## src/rtl/core/eesp_ram.sv

```systemverilog
`timescale 1ns / 1ps
// Generic single-clock RAM with one write port and one registered read port.
// No dependencies.
module eesp_ram #(
    parameter int WIDTH = 32,
    parameter int DEPTH = 16
) (
    input  logic                                   i_clk,
    input  logic                                   i_we,
    input  logic [((DEPTH > 1) ? $clog2(DEPTH) : 1)-1:0] i_waddr,
    input  logic [WIDTH-1:0]                       i_wdata,
    input  logic [((DEPTH > 1) ? $clog2(DEPTH) : 1)-1:0] i_raddr,
    output logic [WIDTH-1:0]                       o_rdata
);

    logic [WIDTH-1:0] r_mem [DEPTH];

    // Write and registered read.
    always_ff @(posedge i_clk) begin
        if (i_we) begin
            r_mem[i_waddr] <= i_wdata;
        end
        o_rdata <= r_mem[i_raddr];
    end

endmodule
```

## config.mk

```make
export PLATFORM = sky130hd
export DESIGN_NAME = eesp_ram
export DESIGN_NICKNAME = d
export VERILOG_FILES = /design/src/rtl/core/eesp_ram.sv
export SDC_FILE = /design/constraint.sdc
export NUM_CORES = 1
export LEC_CHECK = 0
export BUFFER_PORTS_ARGS = -buffer_cell sky130_fd_sc_hd__buf_4
export CORE_ASPECT_RATIO = 1.5
export CORE_MARGIN = 1.5
export CORE_UTILIZATION = 57
export DETAILED_ROUTE_END_ITERATION = 7
export GPL_TIMING_DRIVEN = 0
export PLACE_DENSITY = 0.74
export SYNTH_ARGS = -nofsm -noshare
export SYNTH_HDL_FRONTEND = slang
export SYNTH_SLANG_ARGS = --single-unit
export TNS_END_PERCENT = 100
```

## constraint.sdc

```tcl
create_clock -name i_clk -period 9.2 [get_ports i_clk]
set_input_delay 0.92 -clock i_clk [delete_from_list [all_inputs] [get_ports i_clk]]
set_output_delay 0.92 -clock i_clk [all_outputs]
set_load 0.005 [all_outputs]
```

Word level (Yosys, flattened, before mapping) --
Memories as Yosys holds them, arrays and structs flattened. A register that Yosys moved wholly into a read port is not among the register bits. Index checks and enable logic that the tools add are counted.
Storage, ports and cells: memories 1, output and inout port bits 32, register bits 0, memory bits (writable) 512
Memories:
- r_mem | depth 16, width 32, rd ports 1, clocked after Yosys merged registers in 1, write ports 1, line 16 | logic [WIDTH-1:0] r_mem [DEPTH];
Operators by class: multiplexer cells 2
Operators with widths (count):
- two-way mux 1 bit | 2

Depth between registers and ports, before layout --
depth after elaboration 2, mapped depth 5

Worst setup path after synthesis --
Ideal clock, no wire load.
kind in2reg, from input port i_waddr[2] (netlist name), to memory r_mem[0][0], enable pin, path buffers 0, setup slack 5.100 ns, data required time 8.739 ns, stages on the path 2, data arrival time 3.638 ns, cell sequence or3b_2 nor3_1
RTL lines:
- start, declared | line 10 | input logic [((DEPTH > 1) ? $clog2(DEPTH) : 1)-1:0] i_waddr,
- end, declared | line 16
Straight into the memory's write port.

Worst setup path after layout --
from input port i_waddr[2] (netlist name), to memory r_mem[0][8], enable pin
Straight into the memory's write port.

==> results.cfg <==
[die]
dieWidth_um = 155
rows = 83
io_pins = 74
core_area_sq_um = 34300
die_h_um = 232
initial_core_util = 0.579
die_area_sq_um = 36000

[worst_setup_path]
cp_slowest_cell = nor3_2
worstSetupPathType = primary input to flop
r2r_cells = 3
endpoint_kind = flop
cp_top_family = simple AND/OR/NAND/NOR gates
crit_fanout = 9
path_buf_inv = 2
path_depth = 4
critPathRequiredTime_ns = 9.45
critPathMaxStageDelay_ns = 0.65
worstPathCellList = buf_4 > or3b_2 > nor3_2 > buf_6
start_kind = primary input
cp.arrival_ns = 2.56

[synthesis]
synth_cells = 838
yosys.area.top_type = edfxtp_1
synth.yosys.warnings = 0
synthMostInstantiatedCell = edfxtp_1
ys_ff_latch = 544
synthFlopType = edfxtp_1
synth-edff-count = 512
synth_top_area_share = 0.774
ys_seq_area_frac = 0.807
ys_top_cells_by_area = edfxtp_1 77%, mux4_2 15%, dfxtp_1 3.2%
synth_cell_types = 18
syn_avg_cell_area_sq_um = 23.7
ys_top_cells_by_count = 512 x edfxtp_1, 128 x mux4_2, 64 x a22oi_1
async_reset_ff_frac = 0
synth_nets = 880
syn-cell-area_sq_um = 19900

[clocking]
clock_sinks = 544
cts_root_buffer = clkbuf_16
post_cts_resized = 0
cts_tree = built
cts_hold_buf = 0
cts.clk_slew.worst_paths_ns = 0.07
numCtsBuffers = 47
cts_max_level = 2
cts_setup_buffers = 0
clk_latency_ns = 0.56
clk_path_buf_depth = 3

[timing]
tns_ns = 0
worst_pin_slew_ns = 0.921
fin_skew_ns = 0.0172
hold_viol = 0
rsz0062_at_grt = no
relSlewSlack = 0.386
setup_viol = 0
timing.final.max_slew_violations = 0
whs_ns = 0.649
worst_slack_ns = 6.89
fin_crit_ns = 2.31
period_share = 0.251
fmax_ghz = 0.433

[finish]
drive_gt1_frac = 0.319
multi_input_area_sq_um = 3730
antenna_cells = 0
final_cells = 1444
post-route-util = 0.669
nets = 1027
syn2layout_area_growth_pct = 15.5
seqCellArea_sq_um = 16000
fillCellCount = 2129

[power_and_ir_drop]
switchingPower_w = 0.000993
p_per_area_nw_per_um2 = 216
combinationalPowerShare = 0.054
leakage_nw = 7.40
peakVddDrop_uv = 184
p_int_w = 0.00396
switching_share = 0.201
p_seq_frac = 0.563
clkPwrFrac = 0.384

[route]
first_iter_violations = 842
vias_per_cell = 6.52
drtPass1Iterations = 7
drc = 0
num_vias = 9413
wirelength_um = 42600
ant_nets = 0
wl_per_cell_um = 29.5

[min_path]
hold_depth = 1
hold_path_class = primary input to flop

[placed_design]
pre_cts_ws_ns = 6.31
gp_congestion = 0.716
post-place-cells = 1361
dp_hpwl_um = 25300
portBuffers = 71

[global_routing]
antenna_found_initial = 0
overflow = 0
grt_first_pass_wirelength_um = 63000
first_global_vias = 9875
grtUsageTotal = 0.249
grt_max_degree = 24

[run]
drv_cap = 0

[outcome]
outcome = completed
cells by family (layout without fill, tap and decap cells):
family,Yosys count,count (layout),share of synthesized area
AO/OA/AOI/OAI,64,64,0.0242
flip-flops,544,544,0.807
multiplexers,128,128,0.145
AND/OR/NAND/NOR,59,59,0.0127
buffers and inverters,43,224,0.0112
cell type report:
cell class                 count  area share
sequential                   544       0.699
multi-input combinational    251       0.163
clock buffer                  68      0.0605
timing repair buffer          98      0.0416
tap                          425      0.0232
buffer                        43     0.00971
clock inverter                15     0.00393
worst register-to-register path, stage by stage, from the launching register on:
cell	delay, ns
edfxtp_1	0.41
mux4_2	0.51
a22oi_1	0.22
nand2_1	0.13
per-layer routing:
metal | track usage | vias to the layer above | part of all wire
met5 | 0 | - | 0
met4 | 0.0848 | 0 | 0.029
met3 | 0.0408 | 86 | 0.081
met2 | 0.422 | 473 | 0.52
met1 | 0.332 | 5000 | 0.37
li1 | - | 3854 | -
per-stage QoR:
| stage | total power [W] | instance area [sq um] |
|---|---|---|
| final | 0.00495 | 22900 |
| after global routing | 0.00509 | 22900 |
| after CTS | 0.00498 | 22900 |
| after detailed placement | 0.00311 | 21400 |
| after global placement | 0.00309 | 20900 |
| after floorplan | 0.00297 | 19900 |
flip-flops by register name, summed over array words and instances, names as in the netlist:
| signal | cells |
|---|---|
| o_rdata | 32 |
| r_mem | 512 |
placed cells by master, fill, tap and decap left out, drive strengths merged:
cell type / instances
edfxtp: 512
mux4: 128
buf: 124
clkbuf: 85
a22oi: 64
nand2: 33
dfxtp: 32
clkinv: 14
nor2: 13
nor3: 4
nor2b: 2
nand3b: 2
nand2b: 2
and2: 1
nand3: 1
or3b: 1
bufinv: 1
final timing paths:
check / slack (ns) / from / to
max reg2reg: 7.79 / r_mem[11][27]$_DFFE_PP_ / o_rdata[27]$_DFF_P_
min: 0.65 / i_wdata[30] / r_mem[8][30]$_DFFE_PP_
max: 6.89 / i_waddr[2] / r_mem[0][8]$_DFFE_PP_
min reg2reg: 0.66 / r_mem[14][5]$_DFFE_PP_ / o_rdata[5]$_DFF_P_
power groups by stage:
stage	Sequential, W	Clock [W]	Combinational (W)
after floorplan	0.00284	0	0.000133
after global placement	0.00284	0	0.000250
after detailed placement	0.00284	0	0.000268
after CTS	0.00278	0.00192	0.000270
after global routing	0.00279	0.00202	0.000284
final	0.00278	0.00190	0.000266
Power figures use the tool's default switching activity.
